==> src/i2c_mra_pkg.sv <==
`timescale 1ns / 1ps
// ---------------------------------------------------------------------------
// i2c_mra_pkg
// types and constants shared by the register access i2c master
// ---------------------------------------------------------------------------
package i2c_mra_pkg;

  localparam int unsigned MaxBurstDefault = 16;
  localparam logic [7:0]  DelayReset      = 8'd32;
  localparam logic [2:0]  AckTries        = 3'd5;

  localparam int unsigned InDataW  = 40;
  localparam int unsigned InUserW  = 2;
  localparam int unsigned OutDataW = 24;

  typedef enum logic [1:0] {
    REQ_TICK  = 2'd0,
    REQ_LOAD  = 2'd1,
    REQ_WRITE = 2'd2,
    REQ_READ  = 2'd3
  } req_type_e;

  typedef enum logic [3:0] {
    PH_IDLE   = 4'd0,
    PH_ST_A   = 4'd1,
    PH_ST_B   = 4'd2,
    PH_TX_LO  = 4'd3,
    PH_TX_HI  = 4'd4,
    PH_TX_END = 4'd5,
    PH_ACK_HI = 4'd6,
    PH_ACK_LO = 4'd7,
    PH_RX_LO  = 4'd8,
    PH_RX_HI  = 4'd9,
    PH_RX_END = 4'd10,
    PH_MA_A   = 4'd11,
    PH_MA_B   = 4'd12,
    PH_MA_C   = 4'd13,
    PH_SP_A   = 4'd14,
    PH_SP_B   = 4'd15
  } phase_e;

  typedef enum logic [1:0] {
    K_ADDR_W = 2'd0,
    K_REG    = 2'd1,
    K_DATA   = 2'd2,
    K_ADDR_R = 2'd3
  } tx_kind_e;

  typedef enum logic [2:0] {
    ST_OK         = 3'd0,
    ST_ADDR_NACK  = 3'd1,
    ST_REG_NACK   = 3'd2,
    ST_DATA_NACK  = 3'd3,
    ST_RADDR_NACK = 3'd4
  } status_e;

  typedef struct packed {
    logic [2:0] status;
    logic       done_res;
    logic       busy_res;
    logic       rx_valid;
    logic [7:0] rx_byte;
    logic       sda_drive;
    logic       sda_out;
    logic       scl_out;
  } result_t;

endpackage

==> src/i2c_master_register_access.sv <==
`timescale 1ns / 1ps
// ---------------------------------------------------------------------------
// i2c_master_register_access
// i2c master for register writes and reads, stepped by tick requests
// ---------------------------------------------------------------------------
// Each accepted request produces exactly one result in the following cycle, and a new
// request can be taken every clock: the state update is a single combinational
// pass from the state registers into the result register, and s_axis_tready
// stays high as long as the result register is empty or being drained. A tick
// request advances bus time by one unit; delay_units ticks make one bus phase
// (0 means 256). Start and load requests are ignored while a
// transaction runs. The write data buffer is not cleared at reset; load every
// slot a burst will send before starting it.
module i2c_master_register_access #(
  parameter int unsigned MaxBurst = i2c_mra_pkg::MaxBurstDefault
) (
  input  logic                              clk_i,
  input  logic                              rst_ni,
  input  logic                              cfg_we_i,
  input  logic [7:0]                        cfg_wdata_i,    // delay_units
  input  logic                              s_axis_tvalid,
  output logic                              s_axis_tready,
  // sda_in, slave_addr, reg_addr, byte_count, data_byte, buf_index, zero pad
  input  logic [i2c_mra_pkg::InDataW-1:0]   s_axis_tdata,
  input  logic [i2c_mra_pkg::InUserW-1:0]   s_axis_tuser,   // req_type
  output logic                              m_axis_tvalid,
  input  logic                              m_axis_tready,
  // scl_out, sda_out, sda_drive, rx_byte, rx_valid, busy_res, done_res, status, pad
  output logic [i2c_mra_pkg::OutDataW-1:0]  m_axis_tdata
);
  import i2c_mra_pkg::*;

  localparam int unsigned IdxW = (MaxBurst > 1) ? $clog2(MaxBurst) : 1;
  localparam int unsigned CntW = 9;
  localparam logic [CntW-1:0] MaxBurstC = CntW'(MaxBurst);

  // unpacked request
  logic       sda_in;
  logic [6:0] slave_addr;
  logic [7:0] reg_addr;
  logic [4:0] byte_count;
  logic [7:0] data_byte;
  logic [3:0] buf_index;
  req_type_e  req_type;

  assign sda_in     = s_axis_tdata[0];
  assign slave_addr = s_axis_tdata[7:1];
  assign reg_addr   = s_axis_tdata[15:8];
  assign byte_count = s_axis_tdata[20:16];
  assign data_byte  = s_axis_tdata[28:21];
  assign buf_index  = s_axis_tdata[32:29];
  assign req_type   = req_type_e'(s_axis_tuser);

  logic [7:0] delay_units_q;
  phase_e     phase_q, phase_d;
  tx_kind_e   tx_kind_q, tx_kind_d;
  logic [7:0] period_q, period_d;
  logic [3:0] bit_q, bit_d;
  logic [4:0] byte_q, byte_d;
  logic [7:0] shift_q, shift_d;
  logic [2:0] ack_to_q, ack_to_d;
  logic       is_read_q, is_read_d;
  logic [6:0] taddr_q, taddr_d;
  logic [7:0] treg_q, treg_d;
  logic [4:0] total_q, total_d;
  logic [2:0] fail_q, fail_d;

  logic [7:0] wbuf_q [MaxBurst];
  logic            buf_we;
  logic [IdxW-1:0] buf_widx;
  logic [IdxW-1:0] buf_ridx;
  logic [CntW-1:0] ridx_ext;
  logic [CntW-1:0] widx_ext;

  logic            accept;
  logic            m_valid_q;
  result_t         res_q, res_d;

  assign accept        = s_axis_tvalid && s_axis_tready;
  assign s_axis_tready = !m_valid_q || m_axis_tready;
  assign m_axis_tvalid = m_valid_q;
  assign m_axis_tdata  = {{(OutDataW - $bits(result_t)){1'b0}}, res_q};

  // buffer slot for the next data byte: slot 0 after the register byte
  logic [4:0] byte_inc;
  assign byte_inc = byte_q + 5'd1;
  assign ridx_ext = (tx_kind_q == K_REG) ? '0 : {4'b0, byte_inc};
  assign buf_ridx = ridx_ext[IdxW-1:0];
  assign widx_ext = {5'b0, buf_index};
  assign buf_widx = widx_ext[IdxW-1:0];

  always_comb begin
    logic       busy;
    logic [3:0] bit_inc;
    logic [2:0] to_inc;
    logic [4:0] cnt;
    logic       obit;
    logic       ackbit;
    logic       rxv;
    logic       done;
    logic [7:0] rx;

    busy     = (phase_q != PH_IDLE);
    bit_inc  = bit_q + 4'd1;
    to_inc   = ack_to_q + 3'd1;
    cnt      = 5'd0;
    rxv      = 1'b0;
    done     = 1'b0;
    rx       = 8'd0;
    buf_we   = 1'b0;

    phase_d   = phase_q;
    tx_kind_d = tx_kind_q;
    period_d  = period_q;
    bit_d     = bit_q;
    byte_d    = byte_q;
    shift_d   = shift_q;
    ack_to_d  = ack_to_q;
    is_read_d = is_read_q;
    taddr_d   = taddr_q;
    treg_d    = treg_q;
    total_d   = total_q;
    fail_d    = fail_q;

    case (req_type)
      REQ_TICK: begin
        if (busy) begin
          period_d = period_q + 8'd1;
          if (period_d == delay_units_q) begin
            period_d = 8'd0;
            case (phase_q)
              PH_ST_A: phase_d = PH_ST_B;
              PH_ST_B: begin
                shift_d = {taddr_q, (tx_kind_q == K_ADDR_R)};
                bit_d   = 4'd0;
                phase_d = PH_TX_LO;
              end
              PH_TX_LO: phase_d = PH_TX_HI;
              PH_TX_HI: phase_d = PH_TX_END;
              PH_TX_END: begin
                shift_d = {shift_q[6:0], 1'b0};
                bit_d   = bit_inc;
                if (bit_inc >= 4'd8) begin
                  ack_to_d = 3'd0;
                  phase_d  = PH_ACK_HI;
                end else begin
                  phase_d = PH_TX_LO;
                end
              end
              PH_ACK_HI: begin
                if (!sda_in) begin
                  phase_d = PH_ACK_LO;
                end else begin
                  ack_to_d = to_inc;
                  if (to_inc >= AckTries) begin
                    fail_d  = {1'b0, tx_kind_q} + 3'd1;
                    phase_d = PH_SP_A;
                  end
                end
              end
              PH_ACK_LO: begin
                case (tx_kind_q)
                  K_ADDR_W: begin
                    tx_kind_d = K_REG;
                    shift_d   = treg_q;
                    bit_d     = 4'd0;
                    phase_d   = PH_TX_LO;
                  end
                  K_REG: begin
                    byte_d = 5'd0;
                    if (is_read_q) begin
                      tx_kind_d = K_ADDR_R;
                      phase_d   = PH_ST_A;
                    end else begin
                      tx_kind_d = K_DATA;
                      shift_d   = wbuf_q[buf_ridx];
                      bit_d     = 4'd0;
                      phase_d   = PH_TX_LO;
                    end
                  end
                  K_DATA: begin
                    byte_d = byte_inc;
                    if (byte_inc >= total_q || {4'b0, byte_inc} >= MaxBurstC) begin
                      phase_d = PH_SP_A;
                    end else begin
                      shift_d = wbuf_q[buf_ridx];
                      bit_d   = 4'd0;
                      phase_d = PH_TX_LO;
                    end
                  end
                  default: begin
                    byte_d  = 5'd0;
                    bit_d   = 4'd0;
                    shift_d = 8'd0;
                    phase_d = PH_RX_LO;
                  end
                endcase
              end
              PH_RX_LO: phase_d = PH_RX_HI;
              PH_RX_HI: begin
                shift_d = {shift_q[6:0], sda_in};
                bit_d   = bit_inc;
                if (bit_inc >= 4'd8) begin
                  rx      = shift_d;
                  rxv     = 1'b1;
                  phase_d = PH_RX_END;
                end else begin
                  phase_d = PH_RX_LO;
                end
              end
              PH_RX_END: phase_d = PH_MA_A;
              PH_MA_A:   phase_d = PH_MA_B;
              PH_MA_B:   phase_d = PH_MA_C;
              PH_MA_C: begin
                byte_d = byte_inc;
                if (byte_inc >= total_q) begin
                  phase_d = PH_SP_A;
                end else begin
                  bit_d   = 4'd0;
                  shift_d = 8'd0;
                  phase_d = PH_RX_LO;
                end
              end
              PH_SP_A: phase_d = PH_SP_B;
              PH_SP_B: begin
                phase_d = PH_IDLE;
                done    = 1'b1;
              end
              default: phase_d = PH_IDLE;
            endcase
          end
        end
      end
      REQ_LOAD: begin
        if (!busy && widx_ext < MaxBurstC) begin
          buf_we = 1'b1;
        end
      end
      default: begin
        if (!busy) begin
          cnt = (byte_count == 5'd0) ? 5'd1 : byte_count;
          if ({4'b0, cnt} > MaxBurstC) begin
            cnt = MaxBurstC[4:0];
          end
          total_d   = cnt;
          taddr_d   = slave_addr;
          treg_d    = reg_addr;
          is_read_d = (req_type == REQ_READ);
          tx_kind_d = K_ADDR_W;
          fail_d    = ST_OK;
          byte_d    = 5'd0;
          bit_d     = 4'd0;
          ack_to_d  = 3'd0;
          period_d  = 8'd0;
          phase_d   = PH_ST_A;
        end
      end
    endcase

    // pin levels follow the phase after the update
    obit   = shift_d[7];
    ackbit = ({1'b0, byte_d} + 6'd1 >= {1'b0, total_d});

    res_d           = '0;
    res_d.rx_byte   = rx;
    res_d.rx_valid  = rxv;
    res_d.busy_res  = (phase_d != PH_IDLE);
    res_d.done_res  = done;
    res_d.status    = done ? fail_d : ST_OK;
    case (phase_d)
      PH_ST_A:                       {res_d.scl_out, res_d.sda_out, res_d.sda_drive} = 3'b111;
      PH_ST_B:                       {res_d.scl_out, res_d.sda_out, res_d.sda_drive} = 3'b101;
      PH_TX_LO, PH_TX_END:           {res_d.scl_out, res_d.sda_out, res_d.sda_drive} =
                                       {1'b0, obit, 1'b1};
      PH_TX_HI:                      {res_d.scl_out, res_d.sda_out, res_d.sda_drive} =
                                       {1'b1, obit, 1'b1};
      PH_ACK_HI, PH_RX_HI:           {res_d.scl_out, res_d.sda_out, res_d.sda_drive} = 3'b100;
      PH_ACK_LO, PH_RX_LO, PH_RX_END: {res_d.scl_out, res_d.sda_out, res_d.sda_drive} = 3'b000;
      PH_MA_A, PH_MA_C:              {res_d.scl_out, res_d.sda_out, res_d.sda_drive} =
                                       {1'b0, ackbit, 1'b1};
      PH_MA_B:                       {res_d.scl_out, res_d.sda_out, res_d.sda_drive} =
                                       {1'b1, ackbit, 1'b1};
      PH_SP_A:                       {res_d.scl_out, res_d.sda_out, res_d.sda_drive} = 3'b001;
      PH_SP_B:                       {res_d.scl_out, res_d.sda_out, res_d.sda_drive} = 3'b101;
      default:                       {res_d.scl_out, res_d.sda_out, res_d.sda_drive} = 3'b111;
    endcase
  end

  always_ff @(posedge clk_i or negedge rst_ni) begin
    if (!rst_ni) begin
      delay_units_q <= DelayReset;
    end else if (cfg_we_i) begin
      delay_units_q <= cfg_wdata_i;
    end
  end

  always_ff @(posedge clk_i or negedge rst_ni) begin
    if (!rst_ni) begin
      phase_q   <= PH_IDLE;
      tx_kind_q <= K_ADDR_W;
      period_q  <= '0;
      bit_q     <= '0;
      byte_q    <= '0;
      shift_q   <= '0;
      ack_to_q  <= '0;
      is_read_q <= 1'b0;
      taddr_q   <= '0;
      treg_q    <= '0;
      total_q   <= '0;
      fail_q    <= '0;
    end else if (accept) begin
      phase_q   <= phase_d;
      tx_kind_q <= tx_kind_d;
      period_q  <= period_d;
      bit_q     <= bit_d;
      byte_q    <= byte_d;
      shift_q   <= shift_d;
      ack_to_q  <= ack_to_d;
      is_read_q <= is_read_d;
      taddr_q   <= taddr_d;
      treg_q    <= treg_d;
      total_q   <= total_d;
      fail_q    <= fail_d;
    end
  end

  always_ff @(posedge clk_i) begin
    if (accept && buf_we) begin
      wbuf_q[buf_widx] <= data_byte;
    end
  end

  // result register
  always_ff @(posedge clk_i or negedge rst_ni) begin
    if (!rst_ni) begin
      m_valid_q <= 1'b0;
    end else if (accept) begin
      m_valid_q <= 1'b1;
    end else if (m_axis_tready) begin
      m_valid_q <= 1'b0;
    end
  end

  always_ff @(posedge clk_i) begin
    if (accept) begin
      res_q <= res_d;
    end
  end

endmodule

==> config.mk <==
export PLATFORM = sky130hd
export DESIGN_NAME = i2c_master_register_access
export DESIGN_NICKNAME = d
export VERILOG_FILES = /design/src/i2c_mra_pkg.sv /design/src/i2c_master_register_access.sv
export SDC_FILE = /design/constraint.sdc
export NUM_CORES = 1
export LEC_CHECK = 0
export BUFFER_PORTS_ARGS = -buffer_cell sky130_fd_sc_hd__buf_4
export CORE_MARGIN = 10
export CORE_UTILIZATION = 55
export DETAILED_ROUTE_END_ITERATION = 12
export GPL_TIMING_DRIVEN = 0
export PLACE_DENSITY = 0.74
export SLEW_MARGIN = 20
export SYNTH_ARGS = -nofsm -noshare
export SYNTH_HDL_FRONTEND = slang
export SYNTH_SLANG_ARGS = --single-unit
==> constraint.sdc <==
create_clock -name clk_i -period 3.8 [get_ports clk_i]
set_input_delay 0.19 -clock clk_i [delete_from_list [all_inputs] [get_ports clk_i]]
set_output_delay 0.19 -clock clk_i [all_outputs]
set_load 0.05 [all_outputs]
# --- Word level (Yosys, flattened, before mapping) ---
# Memory sizes are Yosys's and may differ from the RTL's.
# Index checks and enable logic that the tools add are counted.
word_totals:
  reg_bits: 84
  latchBits: 0
  mem_bits_rw: 128
  romBits: 0
  out_inout_bits: 26
  mem_count: 1
mem_list:
  columns: ["memory", "words", "word_bits", "rd", "rd_clocked_by_memory_dff", "wr", "line", "source"]
  rows:
  - ["wbuf_q", 16, 8, 1, 0, 1, "i2c_master_register_access.sv:68", "logic [7:0] wbuf_q [MaxBurst];"]
op_classes:
  addsub: 6
  multipliers: 0
  div: 0
  magnitude_cmp: 7
  n_eq_ne: 50
  n_shift: 0
  mux: 78
  bitwise: 3
  reduce_logical: 29
op_table:
  columns: ["cell", "count"]
  rows:
  - ["$mux W8", 9]
  - ["$eq A4 B4 Y1 const B", 16]
  - ["$pmux W4 S14", 1]
  - ["$mux W4", 13]
  - ["$pmux W8 S5", 1]
  - ["$mux W3", 13]
  - ["$mux W5", 7]
  - ["$eq A4 B3 Y1 const B", 8]
  - ["$pmux W5 S2", 3]
  - ["$pmux W3 S8", 1]
  - ["$pmux W4 S2", 3]
  - ["$pmux W8 S3", 1]
  - ["$pmux W3 S2", 3]
  - ["$eq A4 B2 Y1 const B", 4]
  - ["$pmux W4 S4", 1]
  - ["$pmux W8 S2", 1]
  - ["$reduce_and A8 Y1", 2]
  - ["$ne A3 B3 Y1 const B", 5]
  - ["$mux W1", 12]
  - ["$mux W2", 6]
  - ["$pmux W4 S3", 1]
  - ["$reduce_or A2 Y1", 6]
  - ["$reduce_and A9 Y1", 1]
  - ["$add A8 B1 Y8 const B", 1]
  - ["37 further kinds", 54]

# --- Logic depth before layout (Yosys ltp) ---
logic_depth:
  word_depth: 12
  depth_mapped: 19
  ltp_nobuf: 18

# --- Worst setup path after synthesis ---
# No wires, ideal clock.
synth_path:
  path_kind: "reg2reg"
  from: "register period_q[0]"
  to: "register res_q, in the netlist m_axis_tdata[1], data pin"
  setup_ps: 264
  t_arrival_ps: 3385
  setup_slack_ps: 150
  stages_incl_launch_ff: 20
  period_less_slack_ps: 3650
  cell_sequence: "dfrtp_1 ha_1 nand3_1 mux2i_1 o2111ai_1 nor4_2 buf_2 a31oi_1 nor2_1 inv_1 ha_1 xnor2_1 ha_1 nor2b_1 o21ai_0 nand2b_1 a21oi_1 o211ai_2 o211ai_1 o21ai_0"
synth_lines:
  columns: ["item", "line", "source"]
  rows:
  - ["start: declaration", "i2c_master_register_access.sv:57", "logic [7:0] period_q, period_d;"]
  - ["start signal: assignment", "i2c_master_register_access.sv:314", "period_q <= period_d;"]
  - ["end signal: assignment", "i2c_master_register_access.sv:346", "res_q <= res_d;"]
  - ["end: declaration", "i2c_master_register_access.sv:77", "result_t res_q, res_d;"]

==> results.json <==
{
  "status": "finished with violations",
  "violations": "setup timing",
  "mostFrequentLayoutCells": "145 x edfxtp_1, 91 x buf_4, 80 x nand2_1, 61 x o21ai_0, 61 x dfrtp_1",
  "p_sw_share_pct": 27.29,
  "drive_above_1_share_pct": 23.03,
  "vias": 7826,
  "critPathArrivalTime_ps": 4060,
  "cts_root_buf": "clkbuf_16",
  "timing.critical_path.from_type": "register",
  "timing.final.crit_share_pct": 100.1,
  "die_h_um": 157.6,
  "cts_made_buffers": 23,
  "cp.required_ps": 4050,
  "post-route-util_pct": 68.47,
  "worst_slack_ps": -5.398,
  "clkPwrFrac_pct": 37.8,
  "max_slew_margin_pct": 36.26,
  "intPower_mw": 4.436,
  "grt_pass1_wl_um": 42150,
  "regArea_um2": 6038,
  "ys_types": 84,
  "rows": 50,
  "hold_viol_final": 0,
  "wl_um": 27170,
  "powerDensity_nw_per_um2": 477.9,
  "min_from": "s_axis_tdata[19]",
  "clock-sinks": 212,
  "grt_use_total_pct": 21.43,
  "crit_type": "reg -> reg",
  "multi_input_area_um2": 4347,
  "syn_inst": 876,
  "cts_tree": "done",
  "synthesis.area_um2": 10410,
  "grt_pass1_vias": 7740,
  "endpoint_kind": "register",
  "nNetsFinal": 1097,
  "final_common_cell": "edfxtp_1",
  "drt_iter0_drc": 701,
  "skew_ps": 12.02,
  "hold_path.class": "in -> reg",
  "ir_drop_v": 0.0003774,
  "max_clock_freq_ghz": 0.2628,
  "synth_area_leaders": "edfxtp_1 42%, dfrtp_1 16%, mux2_2 3.4%",
  "p_leak_nw": 4.828,
  "wire_per_inst_um": 21.35,
  "slew_violations": 0,
  "final_antenna_net_count": 0,
  "clkTransAtPathRegs_ps": 60,
  "dieArea_um2": 24840,
  "ys_ff_latch": 212,
  "routed_via_density": 6.148,
  "drt_first_pass_iters": 5,
  "p_sw_mw": 1.665,
  "seqPwrFrac_pct": 43.7,
  "finalSetupViolations": 1,
  "htreeDepth": 1,
  "grt_max_degree": 68,
  "syn_area_per_cell_um2": 11.89,
  "async_reset_ff_share_pct": 31.60,
  "cp_max_fo": 4,
  "drcViolationCount": 0,
  "worstMarginPinSlew_ps": 948.9,
  "synth-main-ff-cell": "edfxtp_1",
  "regToRegSetupSlack_ps": -5,
  "coreArea_um2": 18640,
  "drv_cap": 0,
  "nFillCells": 1344,
  "fin_tns_setup_ps": -5.398,
  "start_util_pct": 55.86,
  "synth_warnings": 0,
  "dpl.hpwl_um": 17960,
  "clk_latency_ps": 530,
  "synth_edf_count": 145,
  "antenna_found_initial": 0,
  "grt_setup_unrepaired": "true",
  "synth_top_cell_area_share_pct": 41.81,
  "total_power_mw": 6.100,
  "overflow": 0,
  "gp_congestion": 0.9383,
  "p_comb_share_pct": 18.6,
  "yosys.area.top_type": "edfxtp_1",
  "io_pins": 81,
  "syn_to_final_growth_pct": 22.58,
  "crit_start": "period_q[0]$_DFFE_PN0P_",
  "yosysSeqAreaShare_pct": 57.92,
  "rr_startpoint": "period_q[0]$_DFFE_PN0P_",
  "chipWidth_um": 157.6,
  "fin_crit_ps": 3805,
  "clock_path_buffers": 3,
  "port_buffers": 65
}
[cells in the mapped netlist (5+ instances only)]
cell	n
o21a_1	5
inv_1	26
nor3_1	12
mux4_2	9
a21oi_1	29
ha_1	21
a31oi_1	19
nor2b_1	6
o31ai_1	5
nand4_1	7
clkbuf_1	29
edfxtp_1	145
nand3_1	15
and2_1	23
xnor2_1	11
mux2i_1	19
o21ai_0	64
a22oi_1	15
and3_1	7
o211ai_1	6
xor2_1	6
or2_2	5
a32oi_1	15
dfrtp_1	66
a221oi_1	10
nor4_1	5
nor2_1	51
nand2_1	80
buf_4	8
buf_2	10
nand2b_1	21
a211oi_1	16
mux2_2	31
[repair_timing]
| action | in CTS | in global routing |
|---|---|---|
| buffers inserted | 10 | 8 |
| endpoints found under the hold margin | 165 | 0 |
| pin swaps | 7 | 17 |
| hold buffers | 33 | 0 |
| gates resized for setup | 16 | 47 |
| setup endpoints to repair | 1 | 15 |
[worst paths after layout]
kind,cells past startpoint,endpoint
max in group asynchronous,2,period_q[2]$_DFFE_PN0P_
min in group asynchronous,2,period_q[0]$_DFFE_PN0P_
worst max-delay path,17,m_axis_tdata[1]$_DFFE_PP_
worst min-delay path,3,total_q[3]$_DFFE_PN0P_
worst min register to register,2,total_q[1]$_DFFE_PN0P_
worst max register to register,17,m_axis_tdata[1]$_DFFE_PP_
[cells by family (layout without fill, tap and decap cells)]
kind of cell	Yosys count	in the layout	synth area share [%]
and+or+nand+nor	260	260	12.81
other	1	8	0.03601
AOI/OAI and AO/OA	226	226	14.73
buffers and inverters	79	235	3.268
adders and majority gates	21	21	2.523
xor gates and xnor gates	18	18	1.586
muxes	59	59	7.125
DFF	212	212	57.92
[metrics by stage]
stage               instances  hold WS, ps  cell area, µm²  setup WS, ps
finish                   1273        5.321           12760        -5.398
global route             1272        6.818           12760        -148.9
CTS                      1265       0.8957           12470         7.401
detailed placement       1181        369.1           11230        -737.3
global placement         1181        363.9           11220        -620.9
floorplan                 882       -105.6           10440         150.3
[power by group through the flow]
stage | sequential [mW] | combinational [mW] | clock (mW)
floorplan | 2.72 | 0.645 | 0
global placement | 2.71 | 0.975 | 0
detailed placement | 2.71 | 0.998 | 0
CTS | 2.66 | 1.07 | 2.32
global route | 2.67 | 1.23 | 2.42
finish | 2.66 | 1.13 | 2.30
[layer usage]
| metal | part of all wire, % | vias up | wire length, µm | GRT usage [%] |
|---|---|---|---|---|
| li1 | - | 3605 | - | - |
| met1 | 39 | 3831 | 10690 | 26.40 |
| met2 | 51 | 324 | 13820 | 37.15 |
| met3 | 6.6 | 66 | 1799 | 3.908 |
| met4 | 3.2 | 0 | 857 | 7.302 |
| met5 | 0 | - | 0 | 0 |
[state kept, by name, indices dropped and copies added (netlist names), 2 cells and up]
name	count
ack_to_q	3
treg_q	8
byte_q	5
total_q	5
phase_q	4
period_q	8
delay_units_q	8
wbuf_q	128
fail_q	3
tx_kind_q	2
m_axis_tdata	17
shift_q	8
taddr_q	7
bit_q	4
[cell type report]
cell class | instances | share of cell area [%]
diodes | 1 | 0.01960
clock inverters | 7 | 1.010
plain buffers | 50 | 1.960
repair buffers | 116 | 7.469
clock buffers | 35 | 5.097
multi-input cells | 591 | 34.05
well taps | 234 | 2.294
inverters | 27 | 0.7940
flip-flops and latches | 212 | 47.30
[critical path, cell delays in order, from the launching register on]
cell and delay [ps]:
dfrtp_2 440, ha_4 190, nand3_4 80, mux2i_4 250
o2111ai_4 180, or4_4 560, buf_8 140, nor4b_4 260
buf_4 180, o221ai_4 120, xnor2_2 170, ha_1 290
o21ai_1 70, nand2b_1 80, a21oi_2 180, o211ai_2 120
o211ai_1 110, o21ai_1 110
(Power assumes the default switching activity.)
